[config.mk]
export PLATFORM = sky130hd
export DESIGN_NAME = interpolated_sine_chirp_generator
export DESIGN_NICKNAME = d
export VERILOG_FILES = /design/src/rtl/core/iscg_pkg.sv /design/src/rtl/core/interpolated_sine_chirp_generator.sv
export SDC_FILE = /design/constraint.sdc
export NUM_CORES = 2
export LEC_CHECK = 0
export ABC_AREA = 1
export BUFFER_PORTS_ARGS = -buffer_cell sky130_fd_sc_hd__buf_4
export CAP_MARGIN = 5
export CORE_AREA = 5 5 303 305
export DETAILED_ROUTE_END_ITERATION = 12
export DIE_AREA = 0 0 308 310
export GPL_TIMING_DRIVEN = 0
export PLACE_DENSITY = 0.83
export REMOVE_ABC_BUFFERS = 1
export SLEW_MARGIN = 25
export SYNTH_ARGS = -nofsm -noshare
export SYNTH_HDL_FRONTEND = slang
export SYNTH_SLANG_ARGS = --single-unit
[constraint.sdc]
create_clock -name clk_i -period 27.8 [get_ports clk_i]
set_input_delay 5.56 -clock clk_i [delete_from_list [all_inputs] [get_ports clk_i]]
set_output_delay 5.56 -clock clk_i [all_outputs]
set_load 0.05 [all_outputs]
[src/rtl/core/iscg_pkg.sv]
package iscg_pkg;

  localparam int unsigned QUARTER_TABLE_DEPTH = 16;
  localparam int unsigned STEP_BITS = 6;
  localparam int unsigned SAMPLE_W = 11;
  localparam int unsigned TIME_W = 32;

  // reciprocal constants for division by multiply and shift
  localparam logic [31:0] RECIP_DIV5 = 32'hCCCC_CCCD;  // shift 34
  localparam logic [31:0] RECIP_DIV25 = 32'h51EB_851F;  // shift 35
  localparam logic [31:0] RECIP_DIV125 = 32'h8312_6E98;  // shift 38
  localparam logic [31:0] CHIRP_PERIOD_MS = 32'd4000;
  localparam logic [31:0] CHIRP_SPAN_HZ = 32'd59;
  localparam logic [31:0] MILLI_DIV = 32'd125;

  typedef logic signed [SAMPLE_W-1:0] sample_t;

  function automatic sample_t quarter_value(input logic [3:0] off);
    sample_t v;
    case (off)
      4'd0:  v = 11'sd0;
      4'd1:  v = 11'sd98;
      4'd2:  v = 11'sd195;
      4'd3:  v = 11'sd290;
      4'd4:  v = 11'sd383;
      4'd5:  v = 11'sd471;
      4'd6:  v = 11'sd556;
      4'd7:  v = 11'sd634;
      4'd8:  v = 11'sd707;
      4'd9:  v = 11'sd773;
      4'd10: v = 11'sd831;
      4'd11: v = 11'sd881;
      4'd12: v = 11'sd924;
      4'd13: v = 11'sd957;
      4'd14: v = 11'sd981;
      default: v = 11'sd995;
    endcase
    return v;
  endfunction

  // one of 64 steps of the mirrored quarter wave
  function automatic sample_t step_value(input logic [STEP_BITS-1:0] s);
    logic [3:0] off;
    logic [3:0] mirror;
    sample_t v;
    off = s[3:0];
    mirror = 4'd15 - off;
    case (s[5:4])
      2'd0: v = quarter_value(off);
      2'd1: v = quarter_value(mirror);
      2'd2: v = -quarter_value(off);
      default: v = -quarter_value(mirror);
    endcase
    return v;
  endfunction

endpackage

[src/rtl/core/interpolated_sine_chirp_generator.sv]
// requests: one at a time; in_ready_o is low from an accepted request with a new time until
//   its result moves to the output register, which waits while the output stalls; one shared
//   32x32 multiplier is used in 13 of 19 sequenced steps; a request with an unchanged time is
//   taken while idle and gives no result
// reset: rst_ni asynchronous, active low; clears last time, chirp phase and all valids
module interpolated_sine_chirp_generator
  import iscg_pkg::*;
(
  input  logic                clk_i,
  input  logic                rst_ni,
  input  logic                in_valid_i,
  output logic                in_ready_o,
  input  logic [31:0]         time_ms_i,
  output logic                out_valid_o,
  input  logic                out_ready_i,
  output logic signed [10:0]  sine_fast_o,
  output logic signed [10:0]  sine_slow_o,
  output logic signed [10:0]  chirp_sample_o
);

  // top-level sequencer states
  localparam logic ST_IDLE = 1'b0;
  localparam logic ST_CALC = 1'b1;

  // sequencer steps, at most one multiply issued per step
  localparam logic [4:0] STEP_FAST_DIV  = 5'd0;   // (t << 10) / 5
  localparam logic [4:0] STEP_SLOW_DIV  = 5'd1;   // (t << 9) / 25
  localparam logic [4:0] STEP_PER_DIV   = 5'd2;   // t / 4000
  localparam logic [4:0] STEP_PER_MUL   = 5'd3;   // quotient * 4000
  localparam logic [4:0] STEP_PER_REM   = 5'd4;   // remainder within the sweep
  localparam logic [4:0] STEP_SPAN_MUL  = 5'd5;   // remainder * 59
  localparam logic [4:0] STEP_SPAN_DIV  = 5'd6;   // / 4000
  localparam logic [4:0] STEP_FREQ_MUL  = 5'd7;   // freq * elapsed
  localparam logic [4:0] STEP_ACC       = 5'd8;   // accumulate chirp phase
  localparam logic [4:0] STEP_MILLI_DIV = 5'd9;   // phase / 125
  localparam logic [4:0] STEP_MILLI_MUL = 5'd10;  // quotient * 125
  localparam logic [4:0] STEP_MILLI_REM = 5'd11;  // remainder
  localparam logic [4:0] STEP_FINE_DIV  = 5'd12;  // (rem << 9) / 125
  localparam logic [4:0] STEP_CHIRP_PH  = 5'd13;  // assemble chirp phase
  localparam logic [4:0] STEP_INT_FAST  = 5'd14;  // interpolate fast sine
  localparam logic [4:0] STEP_INT_SLOW  = 5'd15;
  localparam logic [4:0] STEP_INT_CHIRP = 5'd16;
  localparam logic [4:0] STEP_INT_LAST  = 5'd17;  // take chirp sample
  localparam logic [4:0] STEP_DELIVER   = 5'd18;  // move to output register

  logic        state_q, state_d;
  logic [4:0]  step_q, step_d;

  // architectural state
  logic [31:0] last_time_q;
  logic [31:0] chirp_phase_q;

  // per-request working registers
  logic [31:0] time_q;
  logic [31:0] delta_q;
  logic [63:0] prod_q;
  logic [11:0] tmp_q;
  logic [11:0] fast_ph_q;
  logic [11:0] slow_ph_q;
  logic [11:0] chirp_ph_q;
  logic [2:0]  milli_lo_q;
  sample_t     base_q;
  sample_t     fast_r_q;
  sample_t     slow_r_q;

  // output register
  logic        out_valid_q;
  sample_t     sine_fast_q;
  sample_t     sine_slow_q;
  sample_t     chirp_q;

  logic        in_req;
  logic        new_time;
  logic        out_free;

  // shared multiplier
  logic [31:0] op_a;
  logic [31:0] op_b;
  logic [63:0] prod_d;

  // interpolation operands
  logic [11:0]          int_ph;
  logic [5:0]           int_step;
  logic [5:0]           int_step_nx;
  sample_t              int_a;
  sample_t              int_b;
  logic signed [11:0]   int_diff;
  sample_t              int_sample;

  assign in_ready_o = (state_q == ST_IDLE);
  assign in_req     = in_valid_i && in_ready_o;
  assign new_time   = (time_ms_i != last_time_q);
  assign out_free   = !out_valid_q || out_ready_i;

  // phase being interpolated in this step
  always_comb begin
    case (step_q)
      STEP_INT_FAST: int_ph = fast_ph_q;
      STEP_INT_SLOW: int_ph = slow_ph_q;
      default:       int_ph = chirp_ph_q;
    endcase
  end

  assign int_step    = int_ph[11:6];
  assign int_step_nx = int_step + 6'd1;
  assign int_a       = step_value(int_step);
  assign int_b       = step_value(int_step_nx);
  assign int_diff    = 12'(int_b) - 12'(int_a);
  // low bits of the product arithmetically shifted by six, plus the step value
  assign int_sample  = base_q + sample_t'(prod_q[16:6]);

  // operand selection for the shared multiplier
  always_comb begin
    op_a = '0;
    op_b = '0;
    case (step_q)
      STEP_FAST_DIV: begin
        op_a = {time_q[21:0], 10'd0};
        op_b = RECIP_DIV5;
      end
      STEP_SLOW_DIV: begin
        op_a = {time_q[22:0], 9'd0};
        op_b = RECIP_DIV25;
      end
      STEP_PER_DIV: begin
        op_a = {5'd0, time_q[31:5]};
        op_b = RECIP_DIV125;
      end
      STEP_PER_MUL: begin
        op_a = {6'd0, prod_q[63:38]};
        op_b = CHIRP_PERIOD_MS;
      end
      STEP_SPAN_MUL: begin
        op_a = {20'd0, tmp_q};
        op_b = CHIRP_SPAN_HZ;
      end
      STEP_SPAN_DIV: begin
        op_a = {5'd0, prod_q[31:5]};
        op_b = RECIP_DIV125;
      end
      STEP_FREQ_MUL: begin
        // frequency in hz is one more than the scaled sweep position
        op_a = {25'd0, {1'b0, prod_q[43:38]} + 7'd1};
        op_b = delta_q;
      end
      STEP_MILLI_DIV: begin
        op_a = chirp_phase_q;
        op_b = RECIP_DIV125;
      end
      STEP_MILLI_MUL: begin
        op_a = {6'd0, prod_q[63:38]};
        op_b = MILLI_DIV;
      end
      STEP_FINE_DIV: begin
        op_a = {11'd0, tmp_q, 9'd0};
        op_b = RECIP_DIV125;
      end
      STEP_INT_FAST, STEP_INT_SLOW, STEP_INT_CHIRP: begin
        // signed difference times fraction, kept modulo 2^32
        op_a = {{20{int_diff[11]}}, int_diff};
        op_b = {26'd0, int_ph[5:0]};
      end
      default: begin
        op_a = '0;
        op_b = '0;
      end
    endcase
  end

  assign prod_d = 64'(op_a) * 64'(op_b);

  // sequencer
  always_comb begin
    state_d = state_q;
    step_d  = step_q;
    case (state_q)
      ST_IDLE: begin
        if (in_req && new_time) begin
          state_d = ST_CALC;
          step_d  = STEP_FAST_DIV;
        end
      end
      ST_CALC: begin
        if (step_q == STEP_DELIVER) begin
          if (out_free) begin
            state_d = ST_IDLE;
          end
        end else begin
          step_d = step_q + 5'd1;
        end
      end
      default: state_d = ST_IDLE;
    endcase
  end

  always_ff @(posedge clk_i or negedge rst_ni) begin
    if (!rst_ni) begin
      state_q       <= ST_IDLE;
      step_q        <= STEP_FAST_DIV;
      last_time_q   <= '0;
      chirp_phase_q <= '0;
      out_valid_q   <= 1'b0;
    end else begin
      state_q <= state_d;
      step_q  <= step_d;
      if (in_req && new_time) begin
        last_time_q <= time_ms_i;
      end
      if (state_q == ST_CALC && step_q == STEP_ACC) begin
        chirp_phase_q <= chirp_phase_q + prod_q[31:0];
      end
      if (state_q == ST_CALC && step_q == STEP_DELIVER && out_free) begin
        out_valid_q <= 1'b1;
      end else if (out_ready_i) begin
        out_valid_q <= 1'b0;
      end
    end
  end

  // datapath registers
  always_ff @(posedge clk_i) begin
    if (in_req && new_time) begin
      time_q  <= time_ms_i;
      delta_q <= time_ms_i - last_time_q;
    end
    if (state_q == ST_CALC) begin
      prod_q <= prod_d;
      case (step_q)
        STEP_SLOW_DIV:  fast_ph_q  <= prod_q[45:34];
        STEP_PER_DIV:   slow_ph_q  <= prod_q[46:35];
        STEP_PER_REM:   tmp_q      <= 12'(time_q - prod_q[31:0]);
        STEP_MILLI_MUL: milli_lo_q <= prod_q[40:38];
        STEP_MILLI_REM: tmp_q      <= 12'(chirp_phase_q - prod_q[31:0]);
        // fine part is below 512, so it just fills the low nine bits
        STEP_CHIRP_PH:  chirp_ph_q <= {milli_lo_q, prod_q[46:38]};
        STEP_INT_FAST:  base_q     <= int_a;
        STEP_INT_SLOW: begin
          fast_r_q <= int_sample;
          base_q   <= int_a;
        end
        STEP_INT_CHIRP: begin
          slow_r_q <= int_sample;
          base_q   <= int_a;
        end
        STEP_INT_LAST:  base_q     <= int_sample;
        default: begin
        end
      endcase
    end
    if (state_q == ST_CALC && step_q == STEP_DELIVER && out_free) begin
      sine_fast_q <= fast_r_q;
      sine_slow_q <= slow_r_q;
      chirp_q     <= base_q;
    end
  end

  assign out_valid_o    = out_valid_q;
  assign sine_fast_o    = sine_fast_q;
  assign sine_slow_o    = sine_slow_q;
  assign chirp_sample_o = chirp_q;

endmodule

==> flow_metrics.py <==
metrics = {
    "cells_and_area": {
        "diodes": 0,
        "drive_gt1_frac": 0.0669,
        "final_common_cell": "inv_1",
        "fillCellCount": 7316,
        "final_cell_area_um2": 56100,
        "mostFrequentLayoutCells": "1378 x inv_1, 1248 x nand2_1, 901 x fa_1, 511 x a21oi_1, 377 x ha_1",
        "layout.cells.non_filler": 7409,
        "syn2layout_area_growth_pct": 6.25,
        "fin_nets": 7522,
        "multi_input_area_um2": 37700,
        "regArea_um2": 9080,
    },
    "setup_path": {
        "slowest_delay_ps": 710,
        "cp_slowest_cell": "nand2_1",
        "path_delay_family": "adder cells",
        "path_class": "reg -> reg",
        "crit_arrival_ps": 16950,
        "cp.required_ps": 28200,
        "cp-end-kind": "register",
        "cp_common_cell": "inv_1",
        "cp_max_fo": 16,
        "worstSetupStartpointType": "register",
        "crit_buf_inv": 19,
    },
    "yosys": {
        "synth-seq-cells": 314,
        "synth_adder_area_share": 0.431,
        "synth_xor_area_frac": 0.0230,
        "muxShareOfSynthArea": 0.000213,
        "synth_cell_types": 69,
        "synth_area_um2": 52800,
        "synth_area_per_cell_um2": 8.48,
        "yosys_warnings": 0,
        "synth_compound_area_frac": 0.103,
        "synthSimpleGateAreaFrac": 0.149,
        "synthCells": 6228,
        "seq_area_frac_synth": 0.172,
        "synth_top_family_by_area": "adder cells",
    },
    "detailed_routing": {
        "via_count": 44200,
        "drt-vias-per-instance": 5.96,
        "drc_errors": 0,
        "wl_per_cell_um": 22.6,
        "drt-total-wl_mm": 168,
        "firstDrtPassIters": 8,
        "drtIter0Drc": 4729,
        "antenna_left": 0,
    },
    "timing": {
        "timing.slew.headroom": 0.213,
        "fmax_ghz": 0.0604,
        "min_period_ps": 16550,
        "tightest_slew_ps": 1180,
        "period_share": 0.595,
        "worst_hold_slack_ps": 421,
        "final-hold-violation-count": 0,
        "clock_skew_ps": 26.3,
        "maxSlewViolCount": 0,
        "setup_viol": 0,
        "rsz0062_at_grt": "false",
    },
    "clock_network": {
        "htreeDepth": 1,
        "hold_buffers": 0,
        "cts_made_buffers": 31,
        "clockBufferDepth": 3,
        "clk_latency_ps": 610,
        "cts_resized": 0,
        "cts_root_buffer": "clkbuf_16",
        "path_clk_slew_ps": 80,
        "postCtsSetupBuffers": 0,
        "clock-sinks": 314,
        "tritoncts": "yes",
    },
    "floorplanning": {
        "dieArea_um2": 95500,
        "die_h_um": 310,
        "io_pins": 71,
        "initial_utilization": 0.593,
        "die_w_um": 308,
        "rows": 110,
        "coreArea_um2": 89000,
    },
    "place": {
        "place_area_um2": 55000,
        "place_inst": 7351,
        "dp_hpwl_mm": 136,
        "gp_congestion": 1.03,
        "port_buffers": 70,
    },
    "grt": {
        "grtUsageMet2": 0.567,
        "grt_first_pass_wirelength_mm": 259,
        "grt_antenna_before_repair": 0,
        "met1_usage": 0.443,
        "globalRoute.busiestLayer": "met2",
        "grt_use_met3": 0.0736,
        "grt_max_degree": 72,
        "grt.total_usage": 0.352,
        "gr-total-overflow": 0,
        "grt_pass1_vias": 45900,
    },
    "outcome": {
        "status": "complete, no violations",
    },
    "worst_hold_path": {
        "min_path_type": "reg -> reg",
    },
    "flow_run": {
        "maxCapViolations": 0,
    },
}
## final cells by class
class	instances	area share
Sequential cell	314	0.162
Clock buffer	36	0.0150
Multi-Input combinational cell	4267	0.672
Timing Repair Buffer	167	0.0255
Inverter	1427	0.0957
Tap cell	1176	0.0262
Clock inverter	22	0.00388
## kinds of logic (layout without fill, tap and decap cells)
| family | count (synthesis) | in the layout |
|---|---|---|
| and+or+nand+nor | 1873 | 1873 |
| muxes | 1 | 1 |
| DFF | 314 | 314 |
| xor gates and xnor gates | 138 | 138 |
| adders and majority gates | 1278 | 1278 |
| buffers and inverters | 1655 | 1652 |
| AOI/OAI and AO/OA | 967 | 967 |
| other | 2 | 10 |
## worst paths after layout
kind	start	endpoint	slack [ps]	depth (start not counted)
setup / recovery	step_q[0]$_DFFE_PN0P_	prod_q[54]$_DFFE_PP_	11250	67
hold / removal	fast_r_q[8]$_DFFE_PP_	sine_fast_o[8]$_DFFE_PP_	420	0
setup reg to reg	step_q[0]$_DFFE_PN0P_	prod_q[54]$_DFFE_PP_	11250	67
hold reg to reg	fast_r_q[8]$_DFFE_PP_	sine_fast_o[8]$_DFFE_PP_	420	0
max in group asynchronous	rst_ni	state_q$_DFF_PN0_	22180	1
min in group asynchronous	rst_ni	last_time_q[26]$_DFFE_PN0P_	4980	1
## routing by layer
layer / routed length (um) / up-vias / part of all wire
met3: 18200 / 734 / 0.11
li1: - / 19100 / -
met1: 59700 / 21500 / 0.36
met5: 0 / - / 0
met4: 13200 / 0 / 0.079
met2: 76500 / 2783 / 0.46
## metrics by stage
| stage | util | TNS, ps | worst slack [ps] |
|---|---|---|---|
| after floorplan | - | 0 | 2060 |
| final | 0.630 | 0 | 11250 |
| after CTS | 0.630 | 0 | 11620 |
| after global placement | 0.604 | -357210 | -8140 |
| after global routing | 0.630 | 0 | 10590 |
| after detailed placement | 0.618 | 0 | 11720 |
## synthesized netlist by cell type, drive strengths merged
master / n / area, um2
a21boi: 10 / 75.1
o21ai: 254 / 1330
nand3: 145 / 798
o211ai: 18 / 135
o31ai: 2 / 15.0
nor4: 13 / 141
inv: 1416 / 5320
and3: 1 / 6.26
nand2: 1299 / 5020
or2: 6 / 37.5
mux2: 1 / 11.3
a31oi: 35 / 219
a221o: 2 / 20.0
a32o: 1 / 10.0
nor3b: 2 / 15.0
conb: 2 / 7.51
o2111ai: 5 / 43.8
a2111oi: 6 / 73.8
dfrtp: 71 / 1780
a21oi: 520 / 2620
a211oi: 14 / 145
o22ai: 31 / 194
nor3: 31 / 171
xor2: 85 / 752
edfxtp: 243 / 7300
a22oi: 5 / 37.5
a21o: 18 / 135
nand3b: 5 / 37.5
a22o: 1 / 8.76
fa: 901 / 18000
clkinv: 11 / 41.3
a221oi: 15 / 173
o21bai: 14 / 105
nor2: 344 / 1470
xnor2: 53 / 464
o21a: 11 / 82.6
clkbuf: 107 / 402
o221ai: 5 / 43.8
buf: 121 / 668
nand4: 27 / 169
ha: 377 / 4720
## state kept, by name, summed over array words and instances (netlist names), 11 cells and up
register	cells
delta_q	32
slow_r_q	11
fast_r_q	11
base_q	11
tmp_q	12
prod_q	62
sine_slow_o	11
last_time_q	32
chirp_phase_q	32
time_q	32
sine_fast_o	11
chirp_sample_o	11
slow_ph_q	12
chirp_ph_q	12
fast_ph_q	12
Power is left out: the tool's default activity adds up to more than one toggle a clock period on the data nets, which glitch-free logic cannot reach.
